==> src/sv/ost_pkg.sv <==
`timescale 1ns / 1ps
// Package for the ordered set table: sizes, operation and status codes,
// and the command/status structs between controller and datapath. No dependencies.
package ost_pkg;

    // Table size and derived widths
    localparam int CAPACITY = 16;
    localparam int ADDR_W   = (CAPACITY > 1) ? $clog2(CAPACITY) : 1;
    localparam int CNT_W    = $clog2(CAPACITY + 1);

    // Payload widths
    localparam int FUNC_W   = 2;
    localparam int VALUE_W  = 32;
    localparam int STATUS_W = 2;
    localparam int COUNT_W  = 5;

    typedef logic [FUNC_W-1:0]   t_func;
    typedef logic [STATUS_W-1:0] t_status;

    // Operation codes
    localparam t_func FN_MEMBER = 2'd0;
    localparam t_func FN_INSERT = 2'd1;
    localparam t_func FN_REMOVE = 2'd2;

    // Result status codes
    localparam t_status ST_OK   = 2'd0;
    localparam t_status ST_MISS = 2'd1;
    localparam t_status ST_FULL = 2'd2;

    // Controller to datapath
    typedef struct packed {
        logic capture;      // latch the item value
        logic start_scan;   // rewind the search walk
        logic scan_en;      // advance the search walk
        logic start_shift;  // set up compaction from the hit slot
        logic shift_en;     // advance the compaction walk
        logic append;       // write value at the tail, count up
        logic dec_fill;     // count down after compaction
    } t_dp_cmd;

    // Datapath to controller
    typedef struct packed {
        logic hit;          // compare stage matched
        logic scan_miss;    // all held entries searched, no match
        logic shift_done;   // compaction finished
        logic full;         // table holds CAPACITY entries
    } t_dp_sts;

endpackage

==> src/sv/ost_if.sv <==
`timescale 1ns / 1ps
// Valid/ready channel interfaces for the ordered set table.
// Depends on ost_pkg.
interface ost_req_if;
    import ost_pkg::*;
    logic                       valid;
    logic                       ready;
    logic [FUNC_W-1:0]          func;
    logic signed [VALUE_W-1:0]  value;

    modport source (output valid, func, value, input ready);
    modport sink   (input valid, func, value, output ready);
endinterface

interface ost_rsp_if;
    import ost_pkg::*;
    logic                   valid;
    logic                   ready;
    logic [STATUS_W-1:0]    status;
    logic [COUNT_W-1:0]     element_count;

    modport source (output valid, status, element_count, input ready);
    modport sink   (input valid, status, element_count, output ready);
endinterface

==> src/sv/ost_dpath.sv <==
`timescale 1ns / 1ps
// Datapath of the ordered set table: entry memory, search/compaction walk,
// compare stage and fill count. Depends on ost_pkg.
module ost_dpath
    import ost_pkg::*;
(
    input  logic                       i_clk,
    input  logic                       i_rst_n,
    input  t_dp_cmd                    i_cmd,
    input  logic signed [VALUE_W-1:0]  i_value,
    output t_dp_sts                    o_sts,
    output logic [CNT_W-1:0]           o_fill
);

    logic [VALUE_W-1:0] r_mem [CAPACITY];

    logic [VALUE_W-1:0] r_value;
    logic [CNT_W-1:0]   r_fill;
    logic [CNT_W-1:0]   r_rd_ptr;
    logic [ADDR_W-1:0]  r_rd_idx;
    logic [ADDR_W-1:0]  r_wr_ptr;
    logic               r_rd_vld;
    logic [VALUE_W-1:0] r_rd_data;

    logic w_more;
    logic w_step;

    assign w_more = (r_rd_ptr < r_fill);
    assign w_step = i_cmd.scan_en | i_cmd.shift_en;

    // Item value
    always_ff @(posedge i_clk) begin
        if (i_cmd.capture) begin
            r_value <= i_value;
        end
    end

    // Walk pointers and read pipeline valid
    always_ff @(posedge i_clk) begin
        if (!i_rst_n) begin
            r_rd_ptr <= '0;
            r_rd_idx <= '0;
            r_wr_ptr <= '0;
            r_rd_vld <= 1'b0;
        end else if (i_cmd.start_scan) begin
            r_rd_ptr <= '0;
            r_rd_vld <= 1'b0;
        end else if (i_cmd.start_shift) begin
            r_rd_ptr <= CNT_W'(r_rd_idx) + CNT_W'(1);
            r_wr_ptr <= r_rd_idx;
            r_rd_vld <= 1'b0;
        end else if (w_step) begin
            r_rd_vld <= w_more;
            if (w_more) begin
                r_rd_idx <= r_rd_ptr[ADDR_W-1:0];
                r_rd_ptr <= r_rd_ptr + CNT_W'(1);
            end
            if (i_cmd.shift_en && r_rd_vld) begin
                r_wr_ptr <= r_wr_ptr + ADDR_W'(1);
            end
        end
    end

    // Entry memory: one registered read, one write per cycle
    always_ff @(posedge i_clk) begin
        if (w_step && w_more) begin
            r_rd_data <= r_mem[r_rd_ptr[ADDR_W-1:0]];
        end
        if (i_cmd.append) begin
            r_mem[r_fill[ADDR_W-1:0]] <= r_value;
        end else if (i_cmd.shift_en && r_rd_vld) begin
            r_mem[r_wr_ptr] <= r_rd_data;
        end
    end

    // Fill count
    always_ff @(posedge i_clk) begin
        if (!i_rst_n) begin
            r_fill <= '0;
        end else if (i_cmd.append) begin
            r_fill <= r_fill + CNT_W'(1);
        end else if (i_cmd.dec_fill) begin
            r_fill <= r_fill - CNT_W'(1);
        end
    end

    // Status towards the controller
    always_comb begin
        o_sts.hit        = r_rd_vld && (r_rd_data == r_value);
        o_sts.scan_miss  = !r_rd_vld && !w_more;
        o_sts.shift_done = !r_rd_vld && !w_more;
        o_sts.full       = (r_fill >= CNT_W'(CAPACITY));
    end

    assign o_fill = r_fill;

endmodule

==> src/sv/ost_ctrl.sv <==
`timescale 1ns / 1ps
// Controller of the ordered set table: sequences search, append and
// compaction, and holds the result status. Depends on ost_pkg.
module ost_ctrl
    import ost_pkg::*;
(
    input  logic    i_clk,
    input  logic    i_rst_n,
    input  logic    i_req_valid,
    input  t_func   i_req_func,
    output logic    o_req_ready,
    output logic    o_rsp_valid,
    input  logic    i_rsp_ready,
    output t_status o_status,
    output t_dp_cmd o_cmd,
    input  t_dp_sts i_sts
);

    typedef enum logic [1:0] {
        S_IDLE,
        S_SCAN,
        S_SHIFT,
        S_RESP
    } t_state;

    t_state  r_state, n_state;
    t_func   r_func;
    t_status r_status, n_status;

    // Next state, status and datapath commands
    always_comb begin
        n_state  = r_state;
        n_status = r_status;
        o_cmd    = '0;
        unique case (r_state)
            S_IDLE: begin
                if (i_req_valid) begin
                    o_cmd.capture    = 1'b1;
                    o_cmd.start_scan = 1'b1;
                    n_state          = S_SCAN;
                end
            end
            S_SCAN: begin
                o_cmd.scan_en = 1'b1;
                if (i_sts.hit) begin
                    n_state  = S_RESP;
                    n_status = ST_MISS;
                    case (r_func)
                        FN_MEMBER: n_status = ST_OK;
                        FN_REMOVE: begin
                            o_cmd.start_shift = 1'b1;
                            n_state           = S_SHIFT;
                        end
                        default:   n_status = ST_MISS;
                    endcase
                end else if (i_sts.scan_miss) begin
                    n_state  = S_RESP;
                    n_status = ST_MISS;
                    if (r_func == FN_INSERT) begin
                        if (i_sts.full) begin
                            n_status = ST_FULL;
                        end else begin
                            o_cmd.append = 1'b1;
                            n_status     = ST_OK;
                        end
                    end
                end
            end
            S_SHIFT: begin
                o_cmd.shift_en = 1'b1;
                if (i_sts.shift_done) begin
                    o_cmd.dec_fill = 1'b1;
                    n_status       = ST_OK;
                    n_state        = S_RESP;
                end
            end
            S_RESP: begin
                if (i_rsp_ready) begin
                    n_state = S_IDLE;
                end
            end
            default: n_state = S_IDLE;
        endcase
    end

    // State and registered outputs
    always_ff @(posedge i_clk) begin
        if (!i_rst_n) begin
            r_state <= S_IDLE;
        end else begin
            r_state  <= n_state;
            r_status <= n_status;
            if (r_state == S_IDLE && i_req_valid) begin
                r_func <= i_req_func;
            end
        end
    end

    assign o_req_ready = (r_state == S_IDLE);
    assign o_rsp_valid = (r_state == S_RESP);
    assign o_status    = r_status;

endmodule

==> src/sv/ordered_set_table_unit.sv <==
`timescale 1ns / 1ps
// Top level of the ordered set table: controller plus datapath.
// Depends on ost_pkg, ost_if, ost_ctrl and ost_dpath.
//
// Usage
//   i_req carries one item: func (member query, insert, remove) and value.
//   o_rsp returns one item per request: status and element_count.
//   Both are valid/ready channels; an item moves when valid and ready are high.
// Operation
//   The block handles one item at a time. After an item is taken the held
//   entries are searched one per cycle through the entry memory's single
//   read port, stopping at the first match. A remove then compacts the
//   entries after the hit, one per cycle.
//   i_req.ready is high again the cycle after the result is taken.
// Reset
//   Synchronous, active low; the table is left empty. No clearing pass.
// Stalls
//   The result is held on o_rsp until taken; no new item is accepted meanwhile.
module ordered_set_table_unit
    import ost_pkg::*;
(
    input  logic    i_clk,
    input  logic    i_rst_n,
    ost_req_if.sink   i_req,
    ost_rsp_if.source o_rsp
);

    t_dp_cmd w_cmd;
    t_dp_sts w_sts;
    t_status w_status;
    logic [CNT_W-1:0]         w_fill;
    logic [CNT_W+COUNT_W-1:0] w_fill_ext;

    ost_ctrl u_ctrl (
        .i_clk       (i_clk),
        .i_rst_n     (i_rst_n),
        .i_req_valid (i_req.valid),
        .i_req_func  (i_req.func),
        .o_req_ready (i_req.ready),
        .o_rsp_valid (o_rsp.valid),
        .i_rsp_ready (o_rsp.ready),
        .o_status    (w_status),
        .o_cmd       (w_cmd),
        .i_sts       (w_sts)
    );

    ost_dpath u_dpath (
        .i_clk   (i_clk),
        .i_rst_n (i_rst_n),
        .i_cmd   (w_cmd),
        .i_value (i_req.value),
        .o_sts   (w_sts),
        .o_fill  (w_fill)
    );

    // Count shown masked to the result field width
    assign w_fill_ext          = {{COUNT_W{1'b0}}, w_fill};
    assign o_rsp.status        = w_status;
    assign o_rsp.element_count = w_fill_ext[COUNT_W-1:0];

endmodule

==> src/flat_wrapper.sv <==
// flat-port wrapper written by rule: the top's interface ports become plain ports
module ordered_set_table_unit_flat import ost_pkg::*;
  (i_clk, i_rst_n, i_req_valid, i_req_func, i_req_value, i_req_ready, o_rsp_valid, o_rsp_status, o_rsp_element_count, o_rsp_ready);
  ost_req_if i_req_i ();
  ost_rsp_if o_rsp_i ();
  input  logic i_clk;
  input  logic i_rst_n;
  input wire logic [$bits(i_req_i.valid)-1:0] i_req_valid;
  input wire logic [$bits(i_req_i.func)-1:0] i_req_func;
  input wire logic [$bits(i_req_i.value)-1:0] i_req_value;
  output wire logic [$bits(i_req_i.ready)-1:0] i_req_ready;
  output wire logic [$bits(o_rsp_i.valid)-1:0] o_rsp_valid;
  output wire logic [$bits(o_rsp_i.status)-1:0] o_rsp_status;
  output wire logic [$bits(o_rsp_i.element_count)-1:0] o_rsp_element_count;
  input wire logic [$bits(o_rsp_i.ready)-1:0] o_rsp_ready;
  assign i_req_i.valid = i_req_valid;
  assign i_req_i.func = i_req_func;
  assign i_req_i.value = i_req_value;
  assign i_req_ready = i_req_i.ready;
  assign o_rsp_valid = o_rsp_i.valid;
  assign o_rsp_status = o_rsp_i.status;
  assign o_rsp_element_count = o_rsp_i.element_count;
  assign o_rsp_i.ready = o_rsp_ready;
  ordered_set_table_unit u_core (.i_clk(i_clk), .i_rst_n(i_rst_n), .i_req(i_req_i), .o_rsp(o_rsp_i));
endmodule
==> config.mk <==
export PLATFORM = sky130hd
export DESIGN_NAME = ordered_set_table_unit_flat
export DESIGN_NICKNAME = d
export VERILOG_FILES = /design/src/sv/ost_pkg.sv /design/src/sv/ost_if.sv /design/src/sv/ost_dpath.sv /design/src/sv/ost_ctrl.sv /design/src/sv/ordered_set_table_unit.sv /design/src/flat_wrapper.sv
export SDC_FILE = /design/constraint.sdc
export NUM_CORES = 1
export LEC_CHECK = 0
export ABC_AREA = 1
export BUFFER_PORTS_ARGS = -buffer_cell sky130_fd_sc_hd__buf_2
export CAP_MARGIN = 20
export CORE_MARGIN = 2
export CORE_UTILIZATION = 35
export CTS_BUF_LIST = sky130_fd_sc_hd__clkbuf_4
export CTS_CLUSTER_DIAMETER = 60
export CTS_CLUSTER_SIZE = 8
export DETAILED_ROUTE_END_ITERATION = 16
export PLACE_DENSITY = 0.62
export SLEW_MARGIN = 20
export SYNTH_ARGS = -nofsm -noshare
export SYNTH_HDL_FRONTEND = slang
export SYNTH_SLANG_ARGS = --single-unit
==> constraint.sdc <==
create_clock -name i_clk -period 6.1 [get_ports i_clk]
set_input_delay 0.61 -clock i_clk [delete_from_list [all_inputs] [get_ports i_clk]]
set_output_delay 0.61 -clock i_clk [all_outputs]
set_load 0.01 [all_outputs]
==> impl_metrics.yaml, run 1 <==
status:
  status: "finished, final reports clean"
power:
  intPower_uw: 6970
  ir_drop_v: 0.000335
  powerDensity_nw_per_um2: 399
  seqPwrFrac: 0.495
  p_clk_frac: 0.194
  power.net_switching_uw: 4060
  total_power_uw: 11000
  leakagePower_uw: 0.00917
  p_comb_frac: 0.311
  swShare: 0.368
setup_path:
  timing.rr.start: "u_core.u_dpath.r_rd_ptr[1]$_SDFFE_PP0P_"
  critical_path_required_ns: 6.66
  worst-r2r-setup-slack_ns: 2.24
  crit_fanout: 66
  end_kind: "flop"
  critPathLaunch: "u_core.u_dpath.r_rd_ptr[1]$_SDFFE_PP0P_"
  crit_end: "u_core.u_dpath.r_mem[6][30]$_DFFE_PP_"
  worst_r2r_endpoint: "u_core.u_dpath.r_mem[6][30]$_DFFE_PP_"
  arrival_ns: 4.42
  critPathLaunchType: "flop"
  path_class: "reg -> reg"
  rr_worst_depth: 10
route:
  viasPerCell: 5.28
  route.detailed.drc: 0
  wl_per_cell_um: 20.4
  drtPass1Iterations: 7
  drtIter0Drc: 1564
  final_antenna_net_count: 0
  routed_wirelength_mm: 61.3
  via_count: 15900
finish:
  fillCellCount: 6643
  nets: 2090
  fin_cells: 3004
  drive_gt1_frac: 0.123
  synthToLayoutAreaGrowth_pct: 11.2
  stdcell_area_sq_um: 27600
  register_area_sq_um: 17800
  multiInputGateArea_sq_um: 6320
cts:
  cts.clk_slew.worst_paths_ns: 0.10
  cts_num_sinks: 601
  ctsLongestPathBuffers: 3
  clock_latency_ns: 0.91
  clock-root-buffer: "clkbuf_4"
  cts-htree-levels: 3
  cts_buffers: 86
  cts_resized: 0
  cts_tree: "built"
timing:
  setup_violations: 0
  fin_crit_ns: 3.86
  fin_setup_tns_ns: 0
  slew-limit-headroom: 0.311
  worst_slack_ns: 2.24
  fmax_mhz: 259
  rsz0062_at_grt: "no"
  hold_viol_final: 0
  maxSlewViolCount: 0
  min_period_over_period: 0.633
  finClkSkew_ns: 0.0993
  worst_pin_slew_ns: 1.03
place:
  port_buffers: 46
  post_dp_cell_area_sq_um: 26300
  gp_congestion: 0.880
  pre_cts_slack_ns: 2.14
  hpwl_mm: 34.3
  dp_cells: 2851
floorplan:
  rows: 97
  core_area_sq_um: 70100
  die_w_um: 270
  dieHeight_um: 270
  io_pins: 47
  die-area_sq_um: 73200
  start_util: 0.354
logic_synthesis:
  syn_avg_cell_area_sq_um: 12.9
  syn-num-nets: 1984
  yosys_register_bits: 601
  yosys_warnings: 0
  synth_area_sq_um: 24900
  postSynthCellCount: 1932
  synth_cell_types: 43
  seq_area_frac_synth: 0.718
global_routing:
  gr-usage-met3: 0.0375
  antenna_found_initial: 3
  met1_usage: 0.232
  grt.busiest_layer: "met2"
  grt.met2_usage: 0.261
  grt_start_max_net_pins: 197
  grtUsageTotal: 0.165
  grt_pass1_vias: 15500
  grt_overflow: 0
  grt_pass1_wl_mm: 93.1
job:
  maxCapViolCount: 0
hold_path:
  hp-class: "in -> reg"
-- timing repair --
item,4_1_cts,5_1_grt
setup buffers,0,0
hold buffers,35,0
hold endpoints to repair,35,0
-- layout make-up --
cell class | count | area share
Sequential cell | 601 | 0.646
Multi-Input combinational cell | 1116 | 0.229
Tap cell | 940 | 0.0426
Timing Repair Buffer | 125 | 0.0374
Clock buffer | 100 | 0.0272
Inverter | 108 | 0.0148
Clock inverter | 9 | 0.00312
Antenna cell | 5 | 0.000453
-- kinds of logic (layout without fill, tap and decap cells) --
family,Yosys count,after routing,share of synthesized area
AO/OA/AOI/OAI,380,380,0.100
XOR/XNOR,8,8,0.00312
adder cells (fa/ha/maj),14,14,0.00735
buffers and inverters,215,342,0.0340
flip-flops,601,601,0.718
multiplexers,88,88,0.0354
other,0,5,0
AND/OR/NAND/NOR,626,626,0.102
-- metrics by stage --
step	hold WS [ns]	utilization
3_3_place_gp	0.441	0.374
2_1_floorplan	0.424	-
6_report	0.0897	0.394
4_1_cts	0.00583	0.392
5_1_grt	0.0500	0.394
3_5_place_dp	0.460	0.375
-- layout by cell type, fill, tap and decap left out, types with 13 or more instances in the layout --
| cell type | netlist | routed |
|---|---|---|
| buf_2 | 22 | 46 |
| o221ai_1 | 89 | 89 |
| nand4_1 | 19 | 19 |
| inv_1 | 99 | 98 |
| a21oi_1 | 19 | 19 |
| o32ai_1 | 33 | 33 |
| ha_1 | 13 | 13 |
| clkbuf_4 | 0 | 100 |
| buf_4 | 1 | 36 |
| nand3_1 | 42 | 42 |
| o21ai_1 | 3 | 15 |
| o211ai_1 | 34 | 34 |
| nor2_1 | 281 | 272 |
| nand2_1 | 247 | 246 |
| dlygate4sd3_1 | 0 | 35 |
| edfxtp_1 | 580 | 580 |
| dfxtp_1 | 21 | 17 |
| o21ai_0 | 184 | 163 |
| mux2i_1 | 88 | 88 |
-- flip-flops by register name, indices dropped and copies added (netlist names) --
name / cells
u_core.u_dpath.r_mem: 512
u_core.u_dpath.r_rd_data: 32
u_core.u_dpath.r_value: 32
u_core.u_dpath.o_fill: 5
u_core.u_dpath.r_rd_ptr: 5
u_core.u_dpath.r_rd_idx: 4
u_core.u_dpath.r_wr_ptr: 4
u_core.u_ctrl.o_status: 2
u_core.u_ctrl.r_func: 2
u_core.u_ctrl.r_state: 2
u_core.u_dpath.r_rd_vld: 1
-- cell usage after synthesis (all sizes together) --
cell type    n  share of area
nor3        20         0.0040
o21ai      189          0.038
clkbuf      79          0.012
dfxtp       21          0.017
o211ai      34          0.010
a31oi        2        0.00050
and3         1        0.00025
edfxtp     580           0.70
and2         3        0.00076
nand2      254          0.039
mux2i       88          0.035
fa           1        0.00081
xnor2        6         0.0024
nand4       20         0.0053
nor2       282          0.043
o2111ai      1        0.00035
inv        105          0.016
clkinv       3        0.00045
a211oi       2        0.00081
o22ai        8         0.0020
xor2         2        0.00070
nor3b        1        0.00030
a21boi       2        0.00076
o21bai       1        0.00030
nand3       45         0.0097
o32ai       33          0.012
o221ai      89          0.031
a21oi       19         0.0038
ha          13         0.0065
buf         28         0.0058
-- power by group through the flow --
| stage | logic (uW) | registers (uW) | clock network, uW |
|---|---|---|---|
| after floorplan | 2340 | 5380 | 0 |
| after global placement | 3300 | 5540 | 0 |
| after detailed placement | 3380 | 5550 | 0 |
| after CTS | 3410 | 5460 | 2210 |
| after global routing | 3790 | 5490 | 2360 |
| final | 3430 | 5460 | 2140 |
-- worst max-delay path, stage by stage (launching register included) --
cell	delay [ns]
dfxtp_4	0.81
ha_1	0.27
a21oi_1	0.07
o221ai_1	0.33
nand2_1	0.23
inv_1	0.11
nand4_2	0.19
nand2_1	0.22
nand3_1	0.35
nor2_4	0.70
buf_16	0.24
-- how the worst min path moves through the flow --
stage                     cells past startpoint                                       to                                    start
final                                         4    u_core.u_ctrl.r_state[1]$_SDFFE_PN0P_                              i_req_valid
after global routing                          4    u_core.u_ctrl.r_state[1]$_SDFFE_PN0P_                              i_req_valid
after CTS                                     3  u_core.u_dpath.r_rd_idx[3]$_SDFFE_PN0P_                                  i_rst_n
after detailed placement                      2  u_core.u_dpath.r_rd_idx[0]$_SDFFE_PN0P_  u_core.u_dpath.r_rd_idx[0]$_SDFFE_PN0P_
after global placement                        2  u_core.u_dpath.r_rd_idx[1]$_SDFFE_PN0P_  u_core.u_dpath.r_rd_idx[1]$_SDFFE_PN0P_
after floorplan                               2  u_core.u_dpath.r_rd_idx[0]$_SDFFE_PN0P_  u_core.u_dpath.r_rd_idx[0]$_SDFFE_PN0P_
-- routing by layer --
metal  up-vias  routed length [um]  share of wire
li1       7338                   -              -
met2       537               28600           0.47
met3        83                4450          0.073
met4         2                 968          0.016
met5         -                  13        0.00021
met1      7903               27300           0.45
Note: power is estimated with default switching activity, not from simulation.
==> run 2, diff against run 1 <==
clock period = 4 ns   (was 6.1 ns; I/O delays follow)
==> run 2 against run 1 <==
  * Final area is 0.59% higher
  * The flow now finishes with violations (max-slew violations)
  * Worst hold slack better by 0.18 ns
  * Sequential power is 51% higher
  * Flip-flop and latch count stayed put
  * Global-route usage hardly changed
  * Setup slack worse by 1.6 ns
  * Via count is 0.22% higher
  * Clock power is 56% higher
  * Critical endpoint is now u_core.u_dpath.r_mem[4][24]$_DFFE_PP_
  * Die area stayed put
  * Largest power group unchanged
  * Wire length is 1.1% lower
  * Final cell count is 0.67% higher
  * Combinational power is 55% higher
==> impl_metrics.yaml, run 2 (same netlist as run 1, synthesis figures left out) <==
place:
  pre_cts_slack_ns: 0.669
  post_dp_cell_area_sq_um: 26500
  gp_congestion: 0.889
  hpwl_mm: 35.5
  port_buffers: 46
  dp_cells: 2876
finish:
  fin_cells: 3024
  stdcell_area_sq_um: 27800
  synthToLayoutAreaGrowth_pct: 11.8
  fillCellCount: 6618
  drive_gt1_frac: 0.128
  nets: 2114
  final_common_cell: "edfxtp_1"
  largest_register_ff_count: 512
  reg.largest.list: "u_core.u_dpath.r_mem: 512 flops, u_core.u_dpath.r_rd_data: 32 flops, u_core.u_dpath.r_value: 32 flops"
  regMostFlops: "u_core.u_dpath.r_mem"
  layout_common_cells: "edfxtp_1 (580), nor2_1 (272), nand2_1 (246)"
cts:
  cts_tree: "built"
  ctsLongestPathBuffers: 3
  clock_latency_ns: 0.86
  cts_setup_buffers: 0
  cts_resized: 0
  cts_num_sinks: 601
  holdBufCountCts: 38
  cts.clk_slew.worst_paths_ns: 0.10
  clock-root-buffer: "clkbuf_4"
  cts_buffers: 86
  cts-htree-levels: 3
hold_path:
  worstHoldPathCells: 2
  hp-start: "i_req_value[6]"
  hp-class: "in -> reg"
  hold_end: "u_core.u_dpath.r_value[6]$_DFFE_PP_"
route:
  via_count: 15900
  final_antenna_net_count: 0
  wl_per_cell_um: 20.1
  drtPass1Iterations: 9
  routed_wirelength_mm: 60.7
  viasPerCell: 5.26
  drtIter0Drc: 1554
  route.detailed.drc: 0
global_routing:
  grt_pass1_wl_mm: 92.7
  grt_start_max_net_pins: 260
  grt_overflow: 0
  grtUsageTotal: 0.165
  grt_pass1_vias: 15800
  antenna_found_initial: 2
setup_path:
  rr_worst_depth: 11
  critPathLaunchType: "flop"
  slowest_stage: "buf_4"
  cpPeakStageDelay_ns: 0.47
  timing.rr.start: "u_core.u_dpath.o_fill[1]$_SDFFE_PN0P_"
  end_kind: "flop"
  critical_path_required_ns: 4.45
  path_class: "reg -> reg"
  crit_fanout: 32
  worst-r2r-setup-slack_ns: 0.64
  worst_r2r_endpoint: "u_core.u_dpath.r_mem[4][24]$_DFFE_PP_"
  arrival_ns: 3.81
  path_cells: "inv_1, ha_1, nand4_1, o221ai_1, nand2_1, inv_1, nand4_2, nand2_1, nand3_1, nor2_4, buf_4"
timing:
  rsz0062_at_grt: "no"
  slew-limit-headroom: -0.0119
  fin_crit_ns: 3.36
  fmax_mhz: 298
  maxSlewViolCount: 38
  worst_slack_ns: 0.639
  hold_viol_final: 0
  worst_pin_slew_ns: 1.52
  finClkSkew_ns: 0.0529
  setup_violations: 0
  whs_ns: 0.268
  min_period_over_period: 0.840
floorplan:
  die-area_sq_um: 73200
  io_pins: 47
  rows: 97
  start_util: 0.354
  die_w_um: 270
  core_area_sq_um: 70100
  dieHeight_um: 270
power:
  total_power_uw: 16900
  ir_drop_v: 0.000573
  powerDensity_nw_per_um2: 608
  leakagePower_uw: 0.00929
job:
  maxCapViolCount: 0
status:
  status: "complete, but fails checks"
  violations: "max-slew violations"
[run 2: cell count changes in the layout (fill, tap and decap cells not counted), sizes merged]
cell         previous run  this run
clkinvlp                4         1
diode                   5         3
buf                    90       111
clkinv                  5         6
bufinv                  1         3
dlygate4sd3            35        38
clkbuf                100        98
[run 2: per-layer routing]
layer | part of all wire | global-route usage | wire (um) | up-vias
met3 | 0.066 | 0.0360 | 4030 | 110
met4 | 0.028 | 0.0595 | 1730 | 0
li1 | - | - | - | 7382
met2 | 0.46 | 0.260 | 28000 | 509
met5 | 0 | 0 | 0 | -
met1 | 0.44 | 0.224 | 26900 | 7897
[run 2: cell type report]
type                       count  area [sq um]  share of cell area
antenna                        3          7.51            0.000270
clock buffer                  98           736              0.0265
clock inverter                 9           128             0.00459
inverter                     108           408              0.0147
multi-input combinational   1116          6290               0.226
sequential                   601         17800               0.642
tap                          940          1180              0.0423
timing repair buffer         149          1200              0.0431
[run 2: worst max path at each step]
stage                                            endpoint                             startpoint  slack [ns]  cells after the start
floorplan            u_core.u_dpath.r_mem[0][0]$_DFFE_PP_  u_core.u_dpath.o_fill[1]$_SDFFE_PN0P_       -0.33                     10
global placement    u_core.u_dpath.r_mem[4][15]$_DFFE_PP_  u_core.u_dpath.o_fill[1]$_SDFFE_PN0P_        0.78                     11
detailed placement  u_core.u_dpath.r_mem[4][19]$_DFFE_PP_  u_core.u_dpath.o_fill[1]$_SDFFE_PN0P_        0.67                     11
CTS                 u_core.u_dpath.r_mem[4][24]$_DFFE_PP_  u_core.u_dpath.o_fill[1]$_SDFFE_PN0P_        0.63                     11
global route        u_core.u_dpath.r_mem[4][28]$_DFFE_PP_  u_core.u_dpath.o_fill[1]$_SDFFE_PN0P_        0.36                     11
finish              u_core.u_dpath.r_mem[4][24]$_DFFE_PP_  u_core.u_dpath.o_fill[1]$_SDFFE_PN0P_        0.64                     11
[run 2: stage by stage]
stage	TNS, ns	util
CTS	0	0.396
detailed placement	0	0.378
global route	0	0.396
floorplan	-83.91	-
finish	0	0.396
global placement	0	0.378
[run 2: critical path, delay by kind of cell, from the launching register on]
kind	cells	cell delay (ns)
AOI/OAI and AO/OA	1	0.30
adders and majority gates	1	0.29
buffers and inverters	3	0.67
DFF	1	0.42
and+or+nand+nor	6	1.27
[run 2: report_power, final]
part | switching, uW | internal (uW) | total [uW]
clock network | 2010 | 1330 | 3330
logic | 3720 | 1610 | 5330
registers | 376 | 7860 | 8240
total | 6100 | 10800 | 16900
==> run 3, diff against run 2 <==
clock period = 3.4 ns   (was 4 ns; I/O delays follow)
==> run 3 against run 2 <==
  * The run now ends clean
  * Via count is 1.3% higher
  * Maximum frequency is 6.4% higher
  * Clock-buffer cell count stayed put
  * Critical endpoint is now u_core.u_dpath.r_mem[5][2]$_DFFE_PP_
==> impl_metrics.yaml, run 3 (same netlist as run 1, synthesis figures left out) <==
place:
  port_buffers: 46
  gp_congestion: 0.862
  hpwl_mm: 38.8
  dp_cells: 2894
route:
  routed_wirelength_mm: 63.3
  met1Wirelength_mm: 27.7
  met2WireLength_mm: 29.1
  final_antenna_net_count: 0
  wl_per_cell_um: 20.8
  route.detailed.drc: 0
  route.met3.wl_mm: 5.24
  drtPass1Iterations: 5
  viasPerCell: 5.30
  top_layer_used: "met4"
  drtIter0Drc: 1955
  via_count: 16100
setup_path:
  worst-r2r-setup-slack_ns: 0.24
  rr_worst_depth: 11
  worst_r2r_endpoint: "u_core.u_dpath.r_mem[5][2]$_DFFE_PP_"
  path_class: "reg -> reg"
  end_kind: "flop"
  arrival_ns: 3.69
  crit_fanout: 10
  critPathLaunch: "u_core.u_dpath.o_fill[1]$_SDFFE_PN0P_"
  timing.rr.start: "u_core.u_dpath.o_fill[1]$_SDFFE_PN0P_"
  critical_path_required_ns: 3.93
  critPathLaunchType: "flop"
global_routing:
  grt_pass1_vias: 15700
  grt_start_max_net_pins: 164
  antenna_found_initial: 2
  grt_pass1_wl_mm: 95.4
  grtUsageTotal: 0.171
  grt_overflow: 0
finish:
  regMostFlops: "u_core.u_dpath.r_mem"
  synthToLayoutAreaGrowth_pct: 12.2
  fin_cells: 3042
  drive_gt1_frac: 0.134
  layout_common_cells: "edfxtp_1 (580), nor2_1 (272), nand2_1 (245)"
  nets: 2131
  reg.largest.list: "u_core.u_dpath.r_mem: 512 flops, u_core.u_dpath.r_rd_data: 32 flops, u_core.u_dpath.r_value: 32 flops"
  largest_register_ff_count: 512
  final_common_cell: "edfxtp_1"
floorplan:
  rows: 97
  die_w_um: 270
  dieHeight_um: 270
  die-area_sq_um: 73200
  io_pins: 47
  start_util: 0.354
  core_area_sq_um: 70100
cts:
  cts_num_sinks: 601
  cts_buffers: 85
  cts.clk_slew.worst_paths_ns: 0.10
  clock-root-buffer: "clkbuf_4"
  cts_tree: "built"
  cts_setup_buffers: 0
  cts-htree-levels: 3
  ctsLongestPathBuffers: 3
  clock_latency_ns: 0.88
timing:
  hold_viol_final: 0
  min_period_over_period: 0.929
  fmax_mhz: 316
  slew-limit-headroom: 0.274
  fin_crit_ns: 3.16
  finClkSkew_ns: 0.0732
  maxSlewViolCount: 0
  rsz0062_at_grt: "no"
  setup_violations: 0
  worst_pin_slew_ns: 1.09
power:
  power.net_switching_uw: 7380
  powerDensity_nw_per_um2: 715
  leakagePower_uw: 0.00935
  total_power_uw: 19900
  p_comb_frac: 0.329
  ir_drop_v: 0.000540
  swShare: 0.370
  intPower_uw: 12600
  p_clk_frac: 0.191
  seqPwrFrac: 0.480
status:
  status: "finished, final reports clean"
hold_path:
  worstHoldPathCells: 4
  hp-class: "in -> reg"
  hold_end: "u_core.u_dpath.r_wr_ptr[0]$_SDFFE_PN0P_"
  hp-start: "i_req_valid"
job:
  maxCapViolCount: 0
## run 3: cell types whose count changed in the layout (fill, tap and decap cells not counted), sizes merged
| cell | delta |
|---|---|
| diode | +2 |
| bufinv | -2 |
| clkinvlp | +1 |
| buf | +18 |
| clkinv | -3 |
| inv | +2 |
## run 3: per-stage QoR
stage	hold slack [ns]	instance area [sq um]	setup WS, ns	TNS, ns	util
floorplan	0.424	24900	-0.928	-237.52	-
global placement	0.438	26700	0.333	0	0.380
detailed placement	0.441	26700	0.223	0	0.380
CTS	0.0175	27900	0.195	0	0.397
global route	0.0967	27900	0.0539	0	0.397
finish	0.103	27900	0.240	0	0.397
## run 3: power groups by stage
stage | Combinational, uW | Sequential (uW) | Clock (uW)
after CTS | 6530 | 9570 | 3910
after global placement | 6360 | 9730 | 0
final | 6560 | 9580 | 3800
after detailed placement | 6460 | 9740 | 0
after global routing | 7200 | 9630 | 4190
after floorplan | 4200 | 9650 | 0
## run 3: area by class of cell
| class | instances | area [sq um] |
|---|---|---|
| sequential | 601 | 17800 |
| multi-input combinational | 1116 | 6280 |
| fill | 6591 | 42300 |
| timing repair buffer | 167 | 1350 |
| clock buffer | 98 | 736 |
| tap | 940 | 1180 |
| clock inverter | 7 | 65.1 |
| inverter | 108 | 408 |
| antenna | 5 | 12.5 |
## run 3: repair_timing
action / CTS / global route
endpoints found under the hold margin: 47 / 0
setup endpoints to repair: 0 / 45
gates resized for setup: 0 / 1
hold buffers: 38 / 0
## run 3: critical path: stages, from the launching register on
cell	delay (ns)
dfxtp_1	0.42
inv_1	0.10
ha_1	0.29
nand4_1	0.09
o221ai_1	0.32
nand2_1	0.21
inv_1	0.11
nand4_2	0.21
nand2_2	0.24
nand3_1	0.35
nor2_4	0.27
buf_4	0.24
## run 3: how the worst max path moves through the flow
stage                                                        to  slack [ns]
after floorplan            u_core.u_dpath.r_mem[0][0]$_DFFE_PP_       -0.93
after global placement    u_core.u_dpath.r_mem[12][6]$_DFFE_PP_        0.33
after detailed placement  u_core.u_dpath.r_mem[5][23]$_DFFE_PP_        0.22
after CTS                 u_core.u_dpath.r_mem[14][4]$_DFFE_PP_        0.20
after global routing       u_core.u_dpath.r_mem[5][2]$_DFFE_PP_        0.05
final                      u_core.u_dpath.r_mem[5][2]$_DFFE_PP_        0.24
## run 3: layer usage
layer  track usage  up-vias
met3        0.0335       91
li1              -     7426
met4        0.0441        0
met5             0        -
met2         0.271      649
met1         0.241     7945
